`config.mk`:
```
export PLATFORM = sky130hd
export DESIGN_NAME = osd_video_line_scheduler_unit_flat
export DESIGN_NICKNAME = d
export VERILOG_FILES = /design/src/rtl/core/osdvls_pkg.sv /design/src/rtl/core/osdvls_stream_if.sv /design/src/rtl/core/osdvls_line_decide.sv /design/src/rtl/core/osd_video_line_scheduler_unit.sv /design/src/flat_wrapper.sv
export SDC_FILE = /design/constraint.sdc
export NUM_CORES = 1
export LEC_CHECK = 0
export ABC_AREA = 0
export ABC_CLOCK_PERIOD_IN_PS = 6150
export BUFFER_PORTS_ARGS = -buffer_cell sky130_fd_sc_hd__buf_2
export CORE_ASPECT_RATIO = 0.75
export CORE_MARGIN = 3
export CORE_UTILIZATION = 40
export DETAILED_ROUTE_END_ITERATION = 6
export PLACE_DENSITY = 0.65
export REMOVE_ABC_BUFFERS = 1
export SETUP_SLACK_MARGIN = 0.02
export SYNTH_ARGS = -nofsm -noshare
export SYNTH_HDL_FRONTEND = slang
export SYNTH_SLANG_ARGS = --single-unit
export TNS_END_PERCENT = 20
```
`constraint.sdc`:
```
create_clock -name clk_i -period 6.15 [get_ports clk_i]
set_input_delay 0.615 -clock clk_i [delete_from_list [all_inputs] [get_ports clk_i]]
set_output_delay 0.615 -clock clk_i [all_outputs]
set_load 0.02 [all_outputs]
```
`src/rtl/core/osdvls_pkg.sv`:
```
`timescale 1ns / 1ps
// ----------------------------------------------------------------------------
// osdvls_pkg
// Types and constants shared by the video line scheduler files.
// ----------------------------------------------------------------------------
package osdvls_pkg;

  localparam int unsigned LINE_W   = 16;
  localparam int unsigned POS_W    = 10;
  localparam int unsigned BAND_W   = 8;
  localparam int unsigned ROW_W    = 2;
  localparam int unsigned KIND_W   = 2;
  localparam int unsigned EVENT_W  = 2;
  localparam int unsigned CFG_IDX_W  = 3;
  localparam int unsigned CFG_DATA_W = 10;
  localparam int unsigned ROW_SLOTS  = 4;

  localparam logic [LINE_W-1:0] VSYNC_CLEAR_ABOVE = 16'd200;

  localparam logic [KIND_W-1:0] KIND_NONE     = 2'd0;
  localparam logic [KIND_W-1:0] KIND_TEXT     = 2'd1;
  localparam logic [KIND_W-1:0] KIND_GRAPHICS = 2'd2;

  localparam logic [EVENT_W-1:0] EVENT_NONE  = 2'd0;
  localparam logic [EVENT_W-1:0] EVENT_FRAME = 2'd1;
  localparam logic [EVENT_W-1:0] EVENT_ROW   = 2'd2;

  localparam logic [CFG_IDX_W-1:0] REG_ROW_START_0     = 3'd0;
  localparam logic [CFG_IDX_W-1:0] REG_ROW_START_1     = 3'd1;
  localparam logic [CFG_IDX_W-1:0] REG_ROW_START_2     = 3'd2;
  localparam logic [CFG_IDX_W-1:0] REG_ROW_START_3     = 3'd3;
  localparam logic [CFG_IDX_W-1:0] REG_END_LINE        = 3'd4;
  localparam logic [CFG_IDX_W-1:0] REG_TEXT_BAND       = 3'd5;
  localparam logic [CFG_IDX_W-1:0] REG_GRAPHICS_START  = 3'd6;
  localparam logic [CFG_IDX_W-1:0] REG_GFX_HEIGHT      = 3'd7;

  typedef struct packed {
    logic is_hsync;
  } osdvls_in_t;

  typedef struct packed {
    logic [KIND_W-1:0]  draw_kind;
    logic [ROW_W-1:0]   draw_row;
    logic [LINE_W-1:0]  line_number;
    logic [EVENT_W-1:0] update_event;
  } osdvls_out_t;

  typedef struct packed {
    logic [ROW_SLOTS-1:0][POS_W-1:0] row_start;
    logic [POS_W-1:0]                end_line;
    logic [BAND_W-1:0]               text_band_height;
    logic [POS_W-1:0]                graphics_start;
    logic [POS_W-1:0]                gfx_height;
  } osdvls_cfg_t;

  typedef struct packed {
    logic [LINE_W-1:0] line_count;
    logic [KIND_W-1:0] next_kind;
    logic [ROW_W-1:0]  active_row;
  } osdvls_state_t;

endpackage

```
`src/rtl/core/osdvls_stream_if.sv`:
```
`timescale 1ns / 1ps
// ----------------------------------------------------------------------------
// osdvls_stream_if
// Valid/ready channel carrying one request payload of type T.
// ----------------------------------------------------------------------------
interface osdvls_stream_if #(
  parameter type T = logic
);
  logic valid;
  logic ready;
  T     data;

  modport source (output valid, output data, input ready);
  modport sink   (input valid, input data, output ready);
endinterface

```
`src/rtl/core/osdvls_line_decide.sv`:
```
`timescale 1ns / 1ps
// ----------------------------------------------------------------------------
// osdvls_line_decide
// Per-pulse draw report, line counter advance or vertical clear, and next line type decision.
// ----------------------------------------------------------------------------
module osdvls_line_decide #(
  parameter int unsigned NUM_TEXT_ROWS = 4
) (
  input  osdvls_pkg::osdvls_cfg_t   cfg_i,
  input  osdvls_pkg::osdvls_state_t state_i,
  input  osdvls_pkg::osdvls_in_t    req_i,
  output osdvls_pkg::osdvls_state_t state_o,
  output osdvls_pkg::osdvls_out_t   res_o
);
  import osdvls_pkg::*;

  localparam logic [ROW_W-1:0] ROW_LAST = ROW_W'(NUM_TEXT_ROWS - 1);

  logic [LINE_W-1:0] line_inc;
  logic [POS_W-1:0]  start;
  logic [POS_W:0]    band_end;
  logic [POS_W:0]    gfx_end;
  logic              in_text;
  logic              at_band_end;
  logic              in_gfx;

  assign line_inc    = state_i.line_count + 16'd1;
  assign start       = cfg_i.row_start[state_i.active_row];
  assign band_end    = {1'b0, start} + {3'b000, cfg_i.text_band_height};
  assign gfx_end     = {1'b0, cfg_i.graphics_start} + {1'b0, cfg_i.gfx_height};
  assign in_text     = (line_inc >= LINE_W'(start)) && (line_inc < LINE_W'(band_end));
  assign at_band_end = (line_inc == LINE_W'(band_end));
  assign in_gfx      = (line_inc >= LINE_W'(cfg_i.graphics_start))
                    && (line_inc < LINE_W'(gfx_end));

  always_comb begin
    state_o            = state_i;
    res_o.draw_kind    = KIND_NONE;
    res_o.draw_row     = '0;
    res_o.update_event = EVENT_NONE;
    if (req_i.is_hsync) begin
      if (state_i.line_count != '0) begin
        case (state_i.next_kind)
          KIND_TEXT: begin
            res_o.draw_kind = KIND_TEXT;
            res_o.draw_row  = state_i.active_row;
          end
          KIND_GRAPHICS: res_o.draw_kind = KIND_GRAPHICS;
          default:       res_o.draw_kind = KIND_NONE;
        endcase
      end
      state_o.next_kind  = KIND_NONE;
      state_o.line_count = line_inc;
      if (line_inc == LINE_W'(cfg_i.end_line)) begin
        res_o.update_event = EVENT_FRAME;
      end else if (in_text) begin
        state_o.next_kind = KIND_TEXT;
      end else if (at_band_end) begin
        res_o.update_event = EVENT_ROW;
        state_o.active_row = (state_i.active_row == ROW_LAST) ? '0
                           : state_i.active_row + 2'd1;
      end else if (in_gfx) begin
        state_o.next_kind = KIND_GRAPHICS;
      end
    end else if (state_i.line_count > VSYNC_CLEAR_ABOVE) begin
      state_o.line_count = '0;
    end
    res_o.line_number = state_o.line_count;
  end

endmodule

```
`src/rtl/core/osd_video_line_scheduler_unit.sv`:
```
`timescale 1ns / 1ps
// ----------------------------------------------------------------------------
// osd_video_line_scheduler_unit
// On-screen display line scheduler: turns sync pulses into draw requests.
//
// req_i carries one sync pulse per request (is_hsync high for horizontal,
// low for vertical). res_o returns exactly one result per pulse: the draw
// type and text row for the line, the line counter after the pulse and a
// frame-done or row-done event. cfg_we_i/cfg_idx_i/cfg_data_i write the
// row starts, last line, text band height and graphics window; write them
// only while no pulse is in flight.
// An accepted pulse passes the pulse register, then the result register; one
// pulse is accepted every cycle unless res_o stalls, limited by the single
// decide stage between the pulse register and the result register.
// Reset clears the line counter, the pending line type and the active row,
// and loads the default register values. When the receiver stalls, the
// result register holds and one more pulse waits in the pulse register;
// req_i.ready drops only while both are full.
// ----------------------------------------------------------------------------
module osd_video_line_scheduler_unit #(
  parameter int unsigned NUM_TEXT_ROWS = 4
) (
  input  logic                                 clk_i,
  input  logic                                 rst_ni,
  osdvls_stream_if.sink                        req_i,
  osdvls_stream_if.source                      res_o,
  input  logic                                 cfg_we_i,
  input  logic [osdvls_pkg::CFG_IDX_W-1:0]     cfg_idx_i,
  input  logic [osdvls_pkg::CFG_DATA_W-1:0]    cfg_data_i
);
  import osdvls_pkg::*;

  osdvls_cfg_t   cfg_q,   cfg_d;
  osdvls_state_t state_q, state_d;
  osdvls_in_t    pulse_q;
  logic          pulse_valid_q, pulse_valid_d;
  osdvls_out_t   res_q,   res_d;
  logic          res_valid_q, res_valid_d;
  logic          req_fire;
  logic          res_load;

  logic          in_valid;
  logic          in_ready;
  logic          out_valid;
  logic          out_ready;
  osdvls_out_t   out_data;

  assign res_load   = pulse_valid_q && (!res_valid_q || res_o.ready);
  assign req_i.ready = !pulse_valid_q || res_load;
  assign req_fire   = req_i.valid && req_i.ready;
  assign res_o.valid = res_valid_q;
  assign res_o.data  = res_q;

  // plain copies of the port handshakes for the checker
  assign in_valid  = req_i.valid;
  assign in_ready  = req_i.ready;
  assign out_valid = res_o.valid;
  assign out_ready = res_o.ready;
  assign out_data  = res_o.data;

  osdvls_line_decide #(
    .NUM_TEXT_ROWS (NUM_TEXT_ROWS)
  ) u_decide (
    .cfg_i   (cfg_q),
    .state_i (state_q),
    .req_i   (pulse_q),
    .state_o (state_d),
    .res_o   (res_d)
  );

  always_comb begin
    cfg_d = cfg_q;
    if (cfg_we_i) begin
      unique case (cfg_idx_i)
        REG_ROW_START_0:     cfg_d.row_start[0]     = cfg_data_i;
        REG_ROW_START_1:     cfg_d.row_start[1]     = cfg_data_i;
        REG_ROW_START_2:     cfg_d.row_start[2]     = cfg_data_i;
        REG_ROW_START_3:     cfg_d.row_start[3]     = cfg_data_i;
        REG_END_LINE:        cfg_d.end_line         = cfg_data_i;
        REG_TEXT_BAND:       cfg_d.text_band_height = cfg_data_i[BAND_W-1:0];
        REG_GRAPHICS_START:  cfg_d.graphics_start   = cfg_data_i;
        REG_GFX_HEIGHT:      cfg_d.gfx_height       = cfg_data_i;
        default:             cfg_d = cfg_q;
      endcase
    end
  end

  always_comb begin
    pulse_valid_d = pulse_valid_q;
    if (req_fire) begin
      pulse_valid_d = 1'b1;
    end else if (res_load) begin
      pulse_valid_d = 1'b0;
    end
    res_valid_d = res_valid_q;
    if (res_load) begin
      res_valid_d = 1'b1;
    end else if (res_o.ready) begin
      res_valid_d = 1'b0;
    end
  end

  always_ff @(posedge clk_i or negedge rst_ni) begin
    if (!rst_ni) begin
      cfg_q.row_start[0]     <= 10'd30;
      cfg_q.row_start[1]     <= 10'd80;
      cfg_q.row_start[2]     <= 10'd130;
      cfg_q.row_start[3]     <= 10'd180;
      cfg_q.end_line         <= 10'd300;
      cfg_q.text_band_height <= 8'd18;
      cfg_q.graphics_start   <= 10'd0;
      cfg_q.gfx_height       <= 10'd0;
      state_q.line_count     <= '0;
      state_q.next_kind      <= KIND_NONE;
      state_q.active_row     <= '0;
      pulse_valid_q          <= 1'b0;
      res_valid_q            <= 1'b0;
    end else begin
      cfg_q         <= cfg_d;
      pulse_valid_q <= pulse_valid_d;
      res_valid_q   <= res_valid_d;
      if (res_load) begin
        state_q <= state_d;
      end
    end
  end

  always_ff @(posedge clk_i) begin
    if (req_fire) begin
      pulse_q <= req_i.data;
    end
    if (res_load) begin
      res_q <= res_d;
    end
  end

endmodule

```
`src/flat_wrapper.sv`:
```
// flat-port wrapper written by rule: the top's interface ports become plain ports
module osd_video_line_scheduler_unit_flat import osdvls_pkg::*;
#(
  parameter int unsigned NUM_TEXT_ROWS = 4
)
  (clk_i, rst_ni, cfg_we_i, cfg_idx_i, cfg_data_i, req_i_valid, req_i_data, req_i_ready, res_o_valid, res_o_data, res_o_ready);
  osdvls_stream_if #(.T(osdvls_in_t)) req_i_i ();
  osdvls_stream_if #(.T(osdvls_out_t)) res_o_i ();
  input  logic clk_i;
  input  logic rst_ni;
  input  logic cfg_we_i;
  input  logic [osdvls_pkg::CFG_IDX_W-1:0] cfg_idx_i;
  input  logic [osdvls_pkg::CFG_DATA_W-1:0] cfg_data_i;
  input wire logic [$bits(req_i_i.valid)-1:0] req_i_valid;
  input wire logic [$bits(req_i_i.data)-1:0] req_i_data;
  output wire logic [$bits(req_i_i.ready)-1:0] req_i_ready;
  output wire logic [$bits(res_o_i.valid)-1:0] res_o_valid;
  output wire logic [$bits(res_o_i.data)-1:0] res_o_data;
  input wire logic [$bits(res_o_i.ready)-1:0] res_o_ready;
  assign req_i_i.valid = req_i_valid;
  assign req_i_i.data = req_i_data;
  assign req_i_ready = req_i_i.ready;
  assign res_o_valid = res_o_i.valid;
  assign res_o_data = res_o_i.data;
  assign res_o_i.ready = res_o_ready;
  osd_video_line_scheduler_unit #(.NUM_TEXT_ROWS(NUM_TEXT_ROWS)) u_core (.clk_i(clk_i), .rst_ni(rst_ni), .req_i(req_i_i), .res_o(res_o_i), .cfg_we_i(cfg_we_i), .cfg_idx_i(cfg_idx_i), .cfg_data_i(cfg_data_i));
endmodule
```
==> qor.txt <==
overall routed net length: 16.7 mm
Yosys warning count: 0
CTS Root Cell: clkbuf_16
pre-CTS setup slack: 1.63 ns
Tightest Pin Transition: 0.966 ns
Final #Nets: 751
Initial Utilization: 41.3%
cts hold-fix bufs: 0
Max VDD drop: 0.000171 V
maxcap violations: 0
Net Sw Frac: 34.3%
Placed Area: 0.00782 mm²
Via density: 5.49
Netlist Area Pre-Place: 0.00739 mm²
register bit total from synthesis: 123
Yosys cell types: 73
Die X: 163 µm
ratio of final minimum period to clock period: 74.1%
Crit path required time: 6.45 ns
later-pin clock latency in the skew report: 0.42 ns
Final Wtd Congestion: 0.860
Setup Viol. Count Final: 0
total gr overflow: 0
status: finished, final reports clean
net switching power: 1.10 mW
Post-synth EDFFs: 23
Max Slew Vio Count: 0
layout cell share with drive strength beyond 1: 31.0%
skew final: 0.0102 ns
Pint: 2.11 mW
wire length per cell: 18.1 µm
deepest level of the CTS H-tree: 4
CP cell instances: mux4_2 > ha_1 > fa_1 > a21o_1 > a21oi_1 > o21bai_1 > a21oi_1 > o211ai_1 > xnor2_1 > ha_1 > and3_1 > nand3_1 > or3_1 > nor2_1 > nand4b_1 > mux2_1
Cell Count Post-Placement: 891
CP delay by family, top: simple AND/OR/NAND/NOR gates
CP peak stage delay: 0.72 ns
Worst EP arrival: 4.86 ns
initial antenna violation count: 0
antenna cells: 0
RSZ-0062 raised after global routing: no
clock net sink count: 123
CP Class: reg -> reg
pin count of the biggest net entering global routing: 52
DIE AREA: 0.0201 mm²
Gate Count Post-Synth: 628
LEAKAGE: 3.77 nW
Crit-path slowest cell: dfrtp_1
first-pass GRT wire length: 27.4 mm
sequential share of power: 35.2%
combinational power share: 35.0%
Post-route DRC: 0
CTS buffer count: 17
Crit. End Element: register
core area: 0.0179 mm²
final hold vios: 0
clock transition at the registers of the reported paths: 0.06 ns
Tmin final: 4.56 ns
DRT antenna net count: 0
Detail Placement HPWL: 12.3 mm
Pre-Repair DR Iteration Count: 5
Port Buf Inserts: 42
Global Route Usage Sum: 17.4%
area grow syn2layout: 13.6%
# resized after CTS: 0
DR iter-0 viols: 208
Finished Layout Cells: 923
num rows: 42
CTS max path bufs: 2
Clock power frac: 29.9%
power per cell area: 383 mW/mm²
Filler Cells Inserted: 1595
f_max: 219 MHz
Critical Path Fanout Max: 13
num ports: 43
post-route cell area: 0.00839 mm²
CP Buf/Inv Count: 0
Post-synth top flop: dfrtp_1
clock tree from TritonCTS: yes
die height: 124 µm
Setup Buffers After CTS: 0
Seq/Total Area, Yosys: 43.5%
final worst slack: 1.59 ns
crit start category: register
worst min path class: in -> async
Vias: 5067
final setup TNS: 0 ns
vias in the first global route: 5327
Post-synth ARST share: 81.3%
slew margin rel.: 35.2%
syn_area_per_cell: 11.8 µm²
layout by cell type, fill, tap and decap left out, drive strengths merged, types with 5 or more instances in the layout:
master and instances:
mux2 89, dfrtp 82, ha 62, buf 47
inv 40, o21ai 31, nand2 28, a21oi 24
edfxtp 23, clkbuf 21, nor2 20, xor2 18
dfstp 18, xnor2 17, a21o 12, nand3 11
nand4 11, nor3 11, mux4 10, nand2b 8
and2 7, nand4b 6, and3 6, clkinv 6
o211ai 5, nor2b 5, nor3b 5
through the flow:
step	hold WS, ns	power (mW)	util, %
after global routing	0.263	3.44	47.0
after CTS	0.234	3.23	47.0
final	0.219	3.21	47.0
after global placement	0.473	2.19	43.7
after detailed placement	0.491	2.26	43.7
after floorplan	0.319	1.95	-
per-layer routing:
layer / vias up / wire [µm] / global-route usage [%]
li1: 2398 / - / -
met1: 2541 / 7990 / 23.6
met2: 110 / 7730 / 28.3
met3: 18 / 741 / 3.76
met4: 0 / 211 / 5.07
met5: - / 0 / 0
power groups by stage:
stage / combinational (mW) / sequential, mW / clock, mW
3_3_place_gp: 1.06 / 1.13 / 0
2_1_floorplan: 0.820 / 1.13 / 0
6_report: 1.12 / 1.13 / 0.960
4_1_cts: 1.12 / 1.13 / 0.981
3_5_place_dp: 1.12 / 1.14 / 0
5_1_grt: 1.27 / 1.15 / 1.01
flip-flops by register name, indices dropped and copies added (netlist names):
register and count:
u_core.res_o.valid 1, u_core.state_q 20, u_core.pulse_q 1, u_core.cfg_q 78, u_core.res_o.data 22, u_core.pulse_valid_q 1
cells in the mapped netlist (3+ instances only):
master	count	share of area, %
nor2_1	20	1.0
nand2b_1	8	0.68
buf_2	8	0.54
buf_1	4	0.20
o21ai_0	30	2.0
nor3b_1	5	0.51
a22o_1	4	0.47
nand3_1	10	0.68
clkbuf_1	11	0.56
xor2_1	18	2.1
nand4_1	9	0.76
mux2_2	87	13
a21o_1	12	1.2
nand2_1	27	1.4
o31ai_1	3	0.30
ha_1	62	11
dfstp_2	18	6.4
o21a_1	4	0.41
a21oi_1	23	1.6
mux4_2	10	3.0
nor3_1	7	0.47
dfrtp_1	82	28
and2_1	7	0.59
nor2b_1	5	0.42
xnor2_1	17	2.0
nand4b_1	6	0.71
o211ai_1	5	0.51
inv_1	37	1.9
or3_1	3	0.25
nor3_2	4	0.54
edfxtp_1	23	9.4
and3_1	5	0.42
cells by family after synthesis:
kind of cell / count (synthesis) / share of synthesized area, %
simple gates: 132 / 11.0
flops: 123 / 43.5
compound gates: 109 / 9.76
mux: 101 / 16.9
buf+inv: 64 / 3.59
fa+ha+maj: 64 / 11.0
xor+xnor: 35 / 4.15
worst register-to-register path, delay by kind of cell, from the launching register on:
family                     cells  cell delay (ns)
xor gates and xnor gates       1             0.15
DFF                            1             0.72
and+or+nand+nor                5             1.01
muxes                          2             0.77
adders and majority gates      3             0.91
AOI/OAI and AO/OA              5             0.88
path summary, 6_finish.rpt:
check,from,to,slack [ns],cells after the start
worst max-delay path,u_core.state_q[1],u_core.state_q[1],1.59,16
worst min-delay path,rst_ni,u_core.cfg_q[60],0.22,1
max in group asynchronous,rst_ni,u_core.pulse_valid_q,4.82,2
worst max register to register,u_core.state_q[1],u_core.state_q[1],1.59,16
worst min register to register,u_core.cfg_q[74],u_core.cfg_q[74],0.50,1
min in group clk_i,req_i_data,u_core.pulse_q,0.38,1
cell type report:
class	instances	area [µm²]	share of cell area, %
clock inverters	11	82.6	0.984
repair buffers	47	250	2.98
flip-flops and latches	123	3220	38.3
multi-input cells	441	3910	46.5
inverters	38	143	1.70
well taps	242	303	3.61
clock buffers	21	493	5.87
No activity file was read; power rests on OpenSTA's default activity.
